File: config.mk
export PLATFORM = sky130hd
export DESIGN_NAME = thermal_supervisor_hysteresis_flat
export DESIGN_NICKNAME = d
export VERILOG_FILES = /design/src/design/thsup_pkg.sv /design/src/design/thsup_if.sv /design/src/design/thermal_supervisor_hysteresis.sv /design/src/flat_wrapper.sv
export SDC_FILE = /design/constraint.sdc
export NUM_CORES = 1
export LEC_CHECK = 0
export ABC_CLOCK_PERIOD_IN_PS = 13600
export BUFFER_PORTS_ARGS = -buffer_cell sky130_fd_sc_hd__buf_2
export CORE_MARGIN = 8
export CORE_UTILIZATION = 45
export CTS_CLUSTER_DIAMETER = 60
export DETAILED_ROUTE_END_ITERATION = 10
export PLACE_DENSITY = 0.75
export SETUP_SLACK_MARGIN = 0.5
export SYNTH_ARGS = -nofsm -noshare
export SYNTH_HDL_FRONTEND = slang
export SYNTH_SLANG_ARGS = --single-unit
File: constraint.sdc
create_clock -name clk -period 13.6 [get_ports clk]
set_input_delay 1.36 -clock clk [delete_from_list [all_inputs] [get_ports clk]]
set_output_delay 1.36 -clock clk [all_outputs]
set_load 0.05 [all_outputs]
File: src/design/thsup_pkg.sv
// Package for the thermal supervisor: field widths, fixed-point constants,
// register indexes, status codes and the ADC code conversion.
// No dependencies.
`default_nettype none

package thsup_pkg;

  localparam int CHECK_PERIOD = 12;
  localparam int PHASE_W      = 4;

  localparam int TEMP_W = 16;
  localparam int REF_W  = 15;
  localparam int CODE_W = 16;
  localparam int PWR_W  = 8;
  localparam int DAC_W  = 16;
  localparam int CFG_ADDR_W = 2;
  localparam int CFG_DATA_W = 16;

  // raw conversion result, wide enough before plausibility replacement
  localparam int RAW_W  = 18;
  localparam int DIFF_W = 19;

  localparam logic signed [DIFF_W-1:0] VCO_DEV   = 19'sd1500;
  localparam logic signed [DIFF_W-1:0] PA_DEV_LO = 19'sd1000;
  localparam logic signed [DIFF_W-1:0] PA_DEV_HI = 19'sd2000;
  localparam logic signed [TEMP_W-1:0] VCO_SUB   = 16'sd1;
  localparam logic signed [TEMP_W-1:0] PA_SUB    = 16'sd501;
  localparam logic signed [18:0]       KELVIN_OFS = 19'sd27315;

  localparam int ACC_W = 29;
  localparam logic signed [ACC_W-1:0] DAC_OFS  = 29'sd170790925;
  localparam logic signed [11:0]      DAC_GAIN = 12'sd1072;

  localparam logic signed [TEMP_W-1:0] HIGH_TEMP_RST = 16'sd6000;
  localparam logic signed [TEMP_W-1:0] LOW_TEMP_RST  = 16'sd5000;
  localparam logic [PWR_W-1:0]         PA_MASK_RST   = 8'd7;

  typedef enum logic [CFG_ADDR_W-1:0] {
    REG_HIGH_TEMP = 2'd0,
    REG_LOW_TEMP  = 2'd1,
    REG_PA_MASK   = 2'd2
  } reg_idx_t;

  typedef enum logic [2:0] {
    ST_SHUT     = 3'd0,
    ST_RESTORED = 3'd1,
    ST_HOT      = 3'd2,
    ST_HOT_OFF  = 3'd3,
    ST_COLD     = 3'd4,
    ST_NORMAL   = 3'd5
  } status_t;

  // floor(code*5/4) - 27315, in hundredths of a degree
  function automatic logic signed [RAW_W-1:0] code_to_temp(
      input logic signed [CODE_W-1:0] code);
    logic signed [18:0] p5;
    logic signed [18:0] t;
    p5 = (19'(code) <<< 2) + 19'(code);
    t  = (p5 >>> 2) - KELVIN_OFS;
    return t[RAW_W-1:0];
  endfunction

endpackage

`default_nettype wire

File: src/design/thsup_if.sv
// Handshake channels of the thermal supervisor: sample input, result output
// and register write. Depends on thsup_pkg.
`default_nettype none

interface thsup_in_if;
  import thsup_pkg::*;
  logic                     valid;
  logic                     ready;
  logic signed [CODE_W-1:0] vco_code;
  logic signed [CODE_W-1:0] pa_code;
  logic signed [REF_W-1:0]  ref_temp;
  logic [PWR_W-1:0]         power_in;

  modport source (output valid, vco_code, pa_code, ref_temp, power_in, input ready);
  modport sink   (input valid, vco_code, pa_code, ref_temp, power_in, output ready);
endinterface

interface thsup_out_if;
  import thsup_pkg::*;
  logic                     valid;
  logic                     ready;
  logic signed [TEMP_W-1:0] vco_temp;
  logic signed [TEMP_W-1:0] pa_temp;
  logic [PWR_W-1:0]         power_out;
  logic                     power_write;
  logic [DAC_W-1:0]         dac_word;
  logic                     dac_write;
  logic                     pa_off;
  logic [2:0]               status;

  modport source (output valid, vco_temp, pa_temp, power_out, power_write, dac_word,
                  dac_write, pa_off, status, input ready);
  modport sink   (input valid, vco_temp, pa_temp, power_out, power_write, dac_word,
                  dac_write, pa_off, status, output ready);
endinterface

interface thsup_cfg_if;
  import thsup_pkg::*;
  logic                  valid;
  logic                  ready;
  logic [CFG_ADDR_W-1:0] addr;
  logic [CFG_DATA_W-1:0] data;

  modport source (output valid, addr, data, input ready);
  modport sink   (input valid, addr, data, output ready);
endinterface

`default_nettype wire

File: src/design/thermal_supervisor_hysteresis.sv
// Thermal supervisor with PA shutdown hysteresis and VCO DAC tracking.
// Depends on thsup_pkg and the channels in thsup_if.
//
// One sample is taken per cycle unless the result side stalls. A transfer
// lands in an input register; the conversion, plausibility checks,
// shutdown/restore decision and DAC word are worked out in one pass of logic
// and captured in the result register, so the block sustains one sample per
// clock while the result side keeps up. The slowest path is the code
// conversion, replacement mux and the 16x12 DAC multiply. The tick
// counter, the off flag and the last DAC word advance when a sample passes
// into the result register. Register writes are always taken and are meant
// to arrive while no sample is in flight; writes to unused indexes are dropped.
`default_nettype none

module thermal_supervisor_hysteresis (
  input  wire logic  clk,
  input  wire logic  rst,
  thsup_in_if.sink   sample,
  thsup_out_if.source result,
  thsup_cfg_if.sink  cfg
);
  import thsup_pkg::*;

  // configuration
  logic signed [TEMP_W-1:0] high_temp;
  logic signed [TEMP_W-1:0] low_temp;
  logic [PWR_W-1:0]         pa_mask;

  // state
  logic [PHASE_W-1:0] check_phase;
  logic [PHASE_W-1:0] check_phase_next;
  logic               off_flag;
  logic               off_flag_next;
  logic [DAC_W-1:0]   last_dac;

  // input register
  logic                     s1_valid;
  logic signed [CODE_W-1:0] s1_vco_code;
  logic signed [CODE_W-1:0] s1_pa_code;
  logic signed [REF_W-1:0]  s1_ref;
  logic [PWR_W-1:0]         s1_power;

  logic advance;
  logic s1_move;

  // datapath
  logic signed [RAW_W-1:0]  vco_raw;
  logic signed [RAW_W-1:0]  pa_raw;
  logic signed [DIFF_W-1:0] vco_diff;
  logic signed [DIFF_W-1:0] pa_diff;
  logic signed [TEMP_W-1:0] ref_ext;
  logic signed [TEMP_W-1:0] vco_chk;
  logic signed [TEMP_W-1:0] pa_chk;
  logic                     due;
  logic [PWR_W-1:0]         power_next;
  logic                     pwr_wr;
  status_t                  status_next;
  logic signed [27:0]       dac_prod;
  logic signed [ACC_W-1:0]  dac_acc;
  logic [DAC_W-1:0]         dac_next;

  assign advance      = !result.valid || result.ready;
  assign s1_move      = s1_valid && advance;
  assign sample.ready = !s1_valid || advance;
  assign cfg.ready    = 1'b1;

  always_ff @(posedge clk) begin
    if (rst) begin
      high_temp <= HIGH_TEMP_RST;
      low_temp  <= LOW_TEMP_RST;
      pa_mask   <= PA_MASK_RST;
    end else if (cfg.valid) begin
      case (cfg.addr)
        REG_HIGH_TEMP: high_temp <= cfg.data;
        REG_LOW_TEMP:  low_temp  <= cfg.data;
        REG_PA_MASK:   pa_mask   <= cfg.data[PWR_W-1:0];
        default: ;
      endcase
    end
  end

  always_ff @(posedge clk) begin
    if (rst) begin
      s1_valid <= 1'b0;
    end else if (sample.ready) begin
      s1_valid <= sample.valid;
    end
  end

  always_ff @(posedge clk) begin
    if (sample.valid && sample.ready) begin
      s1_vco_code <= sample.vco_code;
      s1_pa_code  <= sample.pa_code;
      s1_ref      <= sample.ref_temp;
      s1_power    <= sample.power_in;
    end
  end

  always_comb begin
    if (check_phase == PHASE_W'(CHECK_PERIOD - 1)) begin
      check_phase_next = '0;
    end else begin
      check_phase_next = check_phase + PHASE_W'(1);
    end
    due = (check_phase_next == '0);

    vco_raw  = code_to_temp(s1_vco_code);
    pa_raw   = code_to_temp(s1_pa_code);
    ref_ext  = TEMP_W'(s1_ref);
    vco_diff = DIFF_W'(s1_ref) - DIFF_W'(vco_raw);
    pa_diff  = DIFF_W'(s1_ref) - DIFF_W'(pa_raw);

    // implausible readings fall back to just above the CPU temperature
    if (vco_diff > VCO_DEV || vco_diff < -VCO_DEV) begin
      vco_chk = ref_ext + VCO_SUB;
    end else begin
      vco_chk = vco_raw[TEMP_W-1:0];
    end
    if (pa_diff > PA_DEV_LO || pa_diff < -PA_DEV_HI) begin
      pa_chk = ref_ext + PA_SUB;
    end else begin
      pa_chk = pa_raw[TEMP_W-1:0];
    end

    power_next    = s1_power;
    pwr_wr        = 1'b0;
    off_flag_next = off_flag;
    if (pa_chk > high_temp && due) begin
      power_next    = s1_power & ~pa_mask;
      pwr_wr        = 1'b1;
      off_flag_next = 1'b1;
      status_next   = ST_SHUT;
    end else if (pa_chk < low_temp && off_flag) begin
      power_next    = s1_power | pa_mask;
      pwr_wr        = 1'b1;
      off_flag_next = 1'b0;
      status_next   = ST_RESTORED;
    end else if (pa_chk > low_temp) begin
      status_next = off_flag ? ST_HOT_OFF : ST_HOT;
    end else if (pa_chk < 0) begin
      status_next = ST_COLD;
    end else begin
      status_next = ST_NORMAL;
    end

    // over the 16-bit temperature range the sum stays between 0 and 2^28, so
    // the negative clamp never applies
    dac_prod = 28'(vco_chk) * 28'(DAC_GAIN);
    dac_acc  = DAC_OFS + ACC_W'(dac_prod);
    if (dac_acc[ACC_W-1]) begin
      dac_next = '0;
    end else begin
      dac_next = DAC_W'(dac_acc[ACC_W-2:16]);
    end
  end

  always_ff @(posedge clk) begin
    if (rst) begin
      check_phase  <= '0;
      off_flag     <= 1'b0;
      last_dac     <= '0;
      result.valid <= 1'b0;
    end else if (advance) begin
      result.valid <= s1_valid;
      if (s1_move) begin
        check_phase <= check_phase_next;
        off_flag    <= off_flag_next;
        last_dac    <= dac_next;
      end
    end
  end

  always_ff @(posedge clk) begin
    if (s1_move) begin
      result.vco_temp    <= vco_chk;
      result.pa_temp     <= pa_chk;
      result.power_out   <= power_next;
      result.power_write <= pwr_wr;
      result.dac_word    <= dac_next;
      result.dac_write   <= (dac_next != last_dac);
      result.pa_off      <= off_flag_next;
      result.status      <= status_next;
    end
  end

endmodule

`default_nettype wire
File: src/flat_wrapper.sv
// flat-port wrapper written by rule: the top's interface ports become plain ports
module thermal_supervisor_hysteresis_flat import thsup_pkg::*;
  (clk, rst, sample_valid, sample_vco_code, sample_pa_code, sample_ref_temp, sample_power_in, sample_ready, result_valid, result_vco_temp, result_pa_temp, result_power_out, result_power_write, result_dac_word, result_dac_write, result_pa_off, result_status, result_ready, cfg_valid, cfg_addr, cfg_data, cfg_ready);
  thsup_in_if sample_i ();
  thsup_out_if result_i ();
  thsup_cfg_if cfg_i ();
  input  wire logic clk;
  input  wire logic rst;
  input wire logic [$bits(sample_i.valid)-1:0] sample_valid;
  input wire logic [$bits(sample_i.vco_code)-1:0] sample_vco_code;
  input wire logic [$bits(sample_i.pa_code)-1:0] sample_pa_code;
  input wire logic [$bits(sample_i.ref_temp)-1:0] sample_ref_temp;
  input wire logic [$bits(sample_i.power_in)-1:0] sample_power_in;
  output wire logic [$bits(sample_i.ready)-1:0] sample_ready;
  output wire logic [$bits(result_i.valid)-1:0] result_valid;
  output wire logic [$bits(result_i.vco_temp)-1:0] result_vco_temp;
  output wire logic [$bits(result_i.pa_temp)-1:0] result_pa_temp;
  output wire logic [$bits(result_i.power_out)-1:0] result_power_out;
  output wire logic [$bits(result_i.power_write)-1:0] result_power_write;
  output wire logic [$bits(result_i.dac_word)-1:0] result_dac_word;
  output wire logic [$bits(result_i.dac_write)-1:0] result_dac_write;
  output wire logic [$bits(result_i.pa_off)-1:0] result_pa_off;
  output wire logic [$bits(result_i.status)-1:0] result_status;
  input wire logic [$bits(result_i.ready)-1:0] result_ready;
  input wire logic [$bits(cfg_i.valid)-1:0] cfg_valid;
  input wire logic [$bits(cfg_i.addr)-1:0] cfg_addr;
  input wire logic [$bits(cfg_i.data)-1:0] cfg_data;
  output wire logic [$bits(cfg_i.ready)-1:0] cfg_ready;
  assign sample_i.valid = sample_valid;
  assign sample_i.vco_code = sample_vco_code;
  assign sample_i.pa_code = sample_pa_code;
  assign sample_i.ref_temp = sample_ref_temp;
  assign sample_i.power_in = sample_power_in;
  assign sample_ready = sample_i.ready;
  assign result_valid = result_i.valid;
  assign result_vco_temp = result_i.vco_temp;
  assign result_pa_temp = result_i.pa_temp;
  assign result_power_out = result_i.power_out;
  assign result_power_write = result_i.power_write;
  assign result_dac_word = result_i.dac_word;
  assign result_dac_write = result_i.dac_write;
  assign result_pa_off = result_i.pa_off;
  assign result_status = result_i.status;
  assign result_i.ready = result_ready;
  assign cfg_i.valid = cfg_valid;
  assign cfg_i.addr = cfg_addr;
  assign cfg_i.data = cfg_data;
  assign cfg_ready = cfg_i.ready;
  thermal_supervisor_hysteresis u_core (.clk(clk), .rst(rst), .sample(sample_i), .result(result_i), .cfg(cfg_i));
endmodule
==> results of run 1 <==
## flip-flops by register name (all words and copies together), names as in the netlist
register	flops
u_core.pa_mask	8
u_core.result.dac_word	12
u_core.high_temp	16
u_core.result.vco_temp	16
u_core.result.valid	1
u_core.last_dac	12
u_core.s1_ref	15
u_core.result.pa_temp	16
u_core.result.status	3
u_core.s1_valid	1
u_core.result.dac_write	1
u_core.s1_power	8
u_core.s1_pa_code	16
u_core.s1_vco_code	16
u_core.result.power_write	1
u_core.result.pa_off	1
u_core.off_flag	1
u_core.check_phase	4
u_core.result.power_out	8
u_core.low_temp	16
## kinds of logic (layout without fill, tap and decap cells)
family          count (synthesis)  in the layout  share of synthesized area
compound gates                434            434                     0.2072
xor+xnor                      114            114                    0.07420
fa+ha+maj                     165            165                     0.1558
buf+inv                       179            303                    0.05070
flops                         172            172                     0.3304
mux                            15             15                    0.01103
other cells                     2              5                  0.0005425
simple gates                  483            483                     0.1701
## where the power goes
part	switching (mW)	leakage [nW]	total, mW	internal, mW
registers	0.0372	1.56	0.674	0.637
logic	1.11	4.82	1.79	0.686
clock network	0.247	0.282	0.494	0.247
total	1.39	6.66	2.96	1.57
## metal layers
metal / up-vias / wire length, um
met5: - / 0
met4: 0 / 979
met3: 78 / 2182
met2: 384 / 16670
met1: 5487 / 15260
li1: 5873 / -
## per-stage QoR
| step | power (mW) | hold WS (ns) | util |
|---|---|---|---|
| floorplan | 2.077 | 0.4363 | - |
| global placement | 2.425 | 0.4417 | 0.4891 |
| detailed placement | 2.448 | 0.4494 | 0.4891 |
| CTS | 2.952 | 0.4593 | 0.5088 |
| global route | 3.180 | 0.4788 | 0.5088 |
| finish | 2.963 | 0.4579 | 0.5088 |
## worst max-delay path by stage
stage | startpoint | end | slack, ns | cells past startpoint
after floorplan | u_core.s1_vco_code[2] | u_core.result.dac_write | 2.99 | 42
after global placement | u_core.s1_vco_code[2] | u_core.result.dac_write | 2.03 | 40
after detailed placement | u_core.s1_vco_code[2] | u_core.result.dac_write | 1.83 | 39
after CTS | u_core.s1_vco_code[2] | u_core.result.dac_write | 1.74 | 39
after global routing | u_core.s1_vco_code[2] | u_core.result.dac_write | 0.59 | 40
final | u_core.s1_vco_code[2] | u_core.result.dac_write | 1.64 | 39
## Yosys cell counts, drive strengths merged (4+ instances only)
cell type / number
o311ai: 5
nor4: 8
nor3: 21
o22ai: 4
a2111oi: 6
fa: 13
xnor2: 80
or2: 6
nand2: 179
clkbuf: 43
mux2i: 13
a22oi: 6
a211oi: 11
a21boi: 8
nor2b: 28
inv: 126
buf: 9
dfxtp: 59
nand4: 17
xor2: 33
o211ai: 7
or3: 11
a211o: 20
nand3: 26
a221oi: 4
nor2: 102
nand2b: 26
edfxtp: 113
o31ai: 10
and2: 9
o21a: 15
a21oi: 154
and3: 15
nor3b: 8
ha: 150
or4: 4
a41oi: 4
o21ai: 88
a21o: 24
a31oi: 10
o21bai: 18
nand3b: 7
## tightest hold or removal path, stage by stage, from the launching register on
cell and delay (ns):
dfxtp_1 0.31, nand2_1 0.05, a21oi_1 0.05
## final cells by class
| class | count | area, um2 |
|---|---|---|
| clock buffers | 17 | 425.4 |
| clock inverters | 15 | 172.7 |
| fillers | 2826 | 14950 |
| inverters | 127 | 476.7 |
| multi-input cells | 1216 | 8598 |
| flip-flops and latches | 172 | 4574 |
| well taps | 396 | 495.5 |
| repair buffers | 144 | 738.2 |
==> impl_results.md, run 1 <==
* Crit Path Category: reg -> reg
* CP Capture Type: flip-flop
* Fmax at 0.08363 GHz
* First-pass GRT wire length at 56060 um
* R2R setup slack at 1.64 ns
* Post-DP HPWL at 27410 um
* Core Footprint at 30430 um2
* Hold path cells at 2
* WP buf/inv at 0
* TNS Setup at 0 ns
* Most frequent cells in the layout: nand2_1, a21oi_1, ha_1, buf_2, inv_1
* Cells after Synth at 1564
* Post-CTS sizing at 0
* Cell area after synthesis at 13840 um2
* Number of synthesized flops with an enable pin at 113
* Slew headroom at 0.2467
* RSZ-0062 raised after global routing: false
* Top area cells in the synthesized netlist: edfxtp_1, ha_1, dfxtp_1, a21oi_1, xnor2_1
* Slew Limit Fails at 0
* Crit-path max FO at 29
* Share of post-route cells with drive strength above 1 at 0.1254
* Worst r2r dst: u_core.result.dac_write
* Number of remaining DRC errors at 0
* GRT met1 Usage at 0.2354
* CTS buffer count at 17
* Final setup vio count at 0
* Ports at 143
* Cells after DPL at 2055
* Min-delay worst type: reg -> reg
* Largest net degree at the start of global routing at 61
* Final Hold Vio Count at 0
* CP max-delay cell: a21boi_2
* Worst Reg-to-Reg Cells at 39
* Clock Tree Root: clkbuf_16
* Total GRT Usage at 0.1877
* Critical Path RT at 13.79 ns
* Die Area at 36630 um2
* Detailed-route wire length per cell at 16.81 um
* Area grow syn2layout at 11.83%
* Synth unique cells at 97
* VDD IR max at 116.7 uV
* Clock slew at reported path FFs at 0.07 ns
* Deepest level of the CTS H-tree at 4
* Run status: completed
* Tmin final at 11.96 ns
* Critical hold path startpoint: u_core.low_temp[10]
* Flops & latches, synth at 172
* Synth Warn # at 0
* CTS sink cnt at 172
* Nets at 1919
* RePlAce Congestion at 0.9471
* Pre-CTS WS at 1.834 ns
* Initial antenna violation count at 0
* Die H at 191.4 um
* Worst slew pin tran at 1.130 ns
* Largest stage delay, worst path at 0.86 ns
* R2R Path Start: u_core.s1_vco_code[2]
* Final WS setup at 1.643 ns
* Total Routed Length at 35090 um
* Critical Path AT at 12.14 ns
* Register area share after synthesis at 0.3304
* Overflow after GRT at 0
* Final Non-Filler Cells at 2087
* Avg Cell Area, Syn at 8.851 um2
* Post-route ant nets at 0
* Number of diodes at 0
* # rows at 64
* Post-synth top area share at 0.2451
* CTS max path bufs at 2
* Crit share post-route at 0.8792
* Area after DPL at 14880 um2
* Postcts setup bufs at 0
* Finished Cell Area at 15480 um2
* Met3 Use GR at 0.03283
* GRT busiest layer: met2
* Leakage power at 6.665 nW
* Top Family by Delay on Critical Path: compound AO/OA/AOI/OAI gates
* Startpoint types: flip-flop
* Hold EP: u_core.low_temp[10]
* Pre-antenna DRT Iters at 5
* Leading area contributor after synthesis: edfxtp_1
* Cell area power density at 191.4 nW/um2
* Number of vias per cell at 5.665
* Via Count at 11.82k
* Global routing met2 resource utilization at 0.3156
* Vias in the first global route at 11.43k
* Worst Clk Skew at 0.02252 ns
* Async set or reset register ratio after synthesis at 0
* Max cap viols at 0
* Port Buffers at 137
* Clock insertion delay at the later pin of the skew report at 0.45 ns
* Most common cell after layout, fill and taps aside: nand2_1
* Most frequent CP cell: ha_1
* Starting Density at 0.4549
* Die width at 191.4 um
* Top FF cell, synth: edfxtp_1
* Hold-fix buffers, CTS at 0
* CTS tree: built
* Initial drt markers at 839
Note: power is estimated with default switching activity, not from simulation.
==> run 2: changes to the inputs <==
--- a/config.mk
+++ b/config.mk
@@ -5,12 +5,13 @@
 export SDC_FILE = /design/constraint.sdc
 export NUM_CORES = 1
 export LEC_CHECK = 0
-export ABC_CLOCK_PERIOD_IN_PS = 13600
+export ABC_CLOCK_PERIOD_IN_PS = 14300
 export BUFFER_PORTS_ARGS = -buffer_cell sky130_fd_sc_hd__buf_2
 export CORE_MARGIN = 8
 export CORE_UTILIZATION = 45
 export CTS_CLUSTER_DIAMETER = 60
 export DETAILED_ROUTE_END_ITERATION = 10
+export HOLD_SLACK_MARGIN = 0.06
 export PLACE_DENSITY = 0.75
 export SETUP_SLACK_MARGIN = 0.5
 export SYNTH_ARGS = -nofsm -noshare
==> constraint.sdc (replaced) <==
create_clock -name clk -period 14.3 [get_ports clk]
set_input_delay 1.43 -clock clk [delete_from_list [all_inputs] [get_ports clk]]
set_output_delay 1.43 -clock clk [all_outputs]
set_load 0.05 [all_outputs]
==> run 2 against run 1 <==
  * Sequential power is 4.7% lower
  * Non-clock buffer count stayed put
  * Global-route usage is 0.12 points lower
  * Register-to-register slack better by 0.45 ns
  * Clock skew is 0.0083 ns lower
  * Total power is 4.4% lower
  * Worst setup slack better by 0.45 ns
  * First-iteration DRC count is 15% lower
  * Sequential share of layout area hardly changed
  * Critical path type unchanged
  * Maximum frequency is 2.1% lower
==> impl_results.md, run 2 (same netlist as run 1, synthesis figures left out) <==
* Run status: completed
* Worst r2r dst: u_core.result.dac_write
* Post-route ant nets at 0 (unchanged)
* Clock slew at reported path FFs at 0.08 ns (about the same)
* Initial antenna violation count at 0 (unchanged)
* P_sw at 1.319 mW (-5.3%)
* Sw Ratio at 0.4657 (-0.004349)
* RSZ-0062 raised after global routing: false
* Critical Path RT at 14.48 ns (+0.69 ns)
* CP max-delay cell: a21boi_2
* Hold EP: u_core.high_temp[7]
* Most frequent CP cell: ha_1
* Largest net degree at the start of global routing at 61 (unchanged)
* Hold path cells at 2 (unchanged)
* Final setup vio count at 0 (unchanged)
* WP buf/inv at 0 (unchanged)
* Area grow syn2layout at 11.99%
* Final Hold Vio Count at 0 (unchanged)
* Nets at 1919 (unchanged)
* TNS Setup at 0 ns (unchanged)
* Int Power at 1.514 mW (-3.6%)
* Hold-fix buffers, CTS at 0 (unchanged)
* Crit share post-route at 0.8538 (-0.02537)
* Startpoint types: flip-flop
* Critical Path AT at 12.38 ns (+0.24 ns)
* Most common cell after layout, fill and taps aside: nand2_1
* CTS sink cnt at 172 (unchanged)
* CP Capture Type: flip-flop
* Deepest level of the CTS H-tree at 4 (unchanged)
* Number of vias per cell at 5.629 (-0.62%)
* Clk pwr share at 0.170 (+0.003)
* Die width at 191.4 um (unchanged)
* # rows at 64 (unchanged)
* Clock insertion delay at the later pin of the skew report at 0.44 ns (about the same)
* Total GRT Usage at 0.1865 (-0.001191)
* Tmin final at 12.21 ns (+0.2527 ns)
* Postcts setup bufs at 0 (unchanged)
* Worst slew pin tran at 1.141 ns (+0.01063 ns)
* Cell area power density at 182.7 nW/um2 (-4.5%)
* Fmax at 0.08190 GHz (-2.1%)
* Crit Path Category: reg -> reg
* Slew headroom at 0.2396 (-0.007084)
* CTS buffer count at 17 (unchanged)
* Finished Cell Area at 15500 um2 (+0.14%)
* Pre-antenna DRT Iters at 5 (unchanged)
* Starting Density at 0.4549 (unchanged)
* Post-DP HPWL at 27560 um (+0.53%)
* RePlAce Congestion at 0.9586 (+1.2%)
* Slew Limit Fails at 0 (unchanged)
* R2R setup slack at 2.09 ns (+0.45 ns)
* CTS max path bufs at 2 (unchanged)
* Area after DPL at 14880 um2 (unchanged)
* Number of remaining DRC errors at 0 (unchanged)
* Core Footprint at 30430 um2 (unchanged)
* Final WS setup at 2.091 ns (+0.4473 ns)
* Detailed-route wire length per cell at 16.71 um (-0.62%)
* Initial drt markers at 709 (-15%)
* Overflow after GRT at 0 (unchanged)
* Die H at 191.4 um (unchanged)
* Worst Clk Skew at 0.01423 ns (-0.008291 ns)
* Max cap viols at 0 (unchanged)
* Via Count at 11.75k (-0.58%)
* Combinational Power Share at 0.603 (-0.003)
* First-pass GRT wire length at 55700 um (-0.63%)
* Most frequent cells in the layout: nand2_1, a21oi_1, ha_1, buf_2, inv_1
* Ports at 143 (unchanged)
* Leakage power at 6.683 nW (+0.28%)
* Worst Reg-to-Reg Cells at 39 (unchanged)
* Total Routed Length at 34890 um (-0.57%)
* Share of post-route cells with drive strength above 1 at 0.1254 (unchanged)
* Largest stage delay, worst path at 0.85 ns (about the same)
* Pre-CTS WS at 2.387 ns (+0.5526 ns)
* VDD IR max at 134.0 uV (+15%)
* Die Area at 36630 um2 (unchanged)
* Sequential power share at 0.227 (about the same)
* Critical hold path startpoint: u_core.high_temp[7]
* FILL cells at 2861 (+1.2%)
* R2R Path Start: u_core.s1_vco_code[2]
* Crit-path max FO at 29 (unchanged)
* Post-CTS sizing at 0 (unchanged)
* Port Buffers at 137 (unchanged)
* Vias in the first global route at 11.33k (-0.82%)
* Top Family by Delay on Critical Path: compound AO/OA/AOI/OAI gates
* CTS tree: built
* Min-delay worst type: reg -> reg
* Clock Tree Root: clkbuf_16
## run 2: routing by layer
metal	vias up	global-route usage	share of wire
met5	-	0	0
met4	0	0.06838	0.023
met3	51	0.03448	0.058
met2	328	0.3166	0.48
met1	5505	0.2330	0.44
li1	5870	-	-
## run 2: worst max-delay path by stage
stage                           from                 endpoint  slack (ns)  depth (start not counted)
3_5_place_dp   u_core.s1_vco_code[2]  u_core.result.dac_write        2.39                         39
4_1_cts        u_core.s1_vco_code[2]  u_core.result.dac_write        2.33                         39
3_3_place_gp   u_core.s1_vco_code[2]  u_core.result.dac_write        2.82                         40
2_1_floorplan  u_core.s1_vco_code[2]  u_core.result.dac_write        3.69                         42
5_1_grt        u_core.s1_vco_code[2]  u_core.result.dac_write        1.13                         39
6_report       u_core.s1_vco_code[2]  u_core.result.dac_write        2.09                         39
## run 2: power groups by stage
stage | Combinational, mW | Clock [mW] | Sequential (mW)
finish | 1.71 | 0.482 | 0.642
global route | 1.89 | 0.512 | 0.647
CTS | 1.69 | 0.492 | 0.641
detailed placement | 1.68 | 0 | 0.652
global placement | 1.66 | 0 | 0.650
floorplan | 1.25 | 0 | 0.720
## run 2: stage by stage
step,instances,hold WS [ns],power [mW],util
floorplan,1567,0.4363,1.975,-
global placement,2055,0.4418,2.307,0.4891
detailed placement,2055,0.4499,2.330,0.4891
CTS,2087,0.4609,2.821,0.5094
global route,2087,0.4885,3.046,0.5094
finish,2088,0.4616,2.833,0.5095
## run 2: layout make-up
class                           count  area (um2)  area share
Clock inverter                     15       191.4     0.01235
Clock buffer                       17       425.4     0.02744
Multi-Input combinational cell   1216        8598      0.5546
Antenna cell                        1       2.502   0.0001614
Sequential cell                   172        4574      0.2951
Tap cell                          396       495.5     0.03196
Inverter                          127       476.7     0.03075
Timing Repair Buffer              144       738.2     0.04762
## run 2: worst reg2reg max path: cells and delay by family (launching register included)
family | cells | cell delay (ns)
flip-flops | 1 | 0.41
adder cells (fa/ha/maj) | 9 | 3.22
XOR/XNOR | 2 | 0.47
AO/OA/AOI/OAI | 16 | 5.22
multiplexers | 1 | 0.38
AND/OR/NAND/NOR | 11 | 2.29
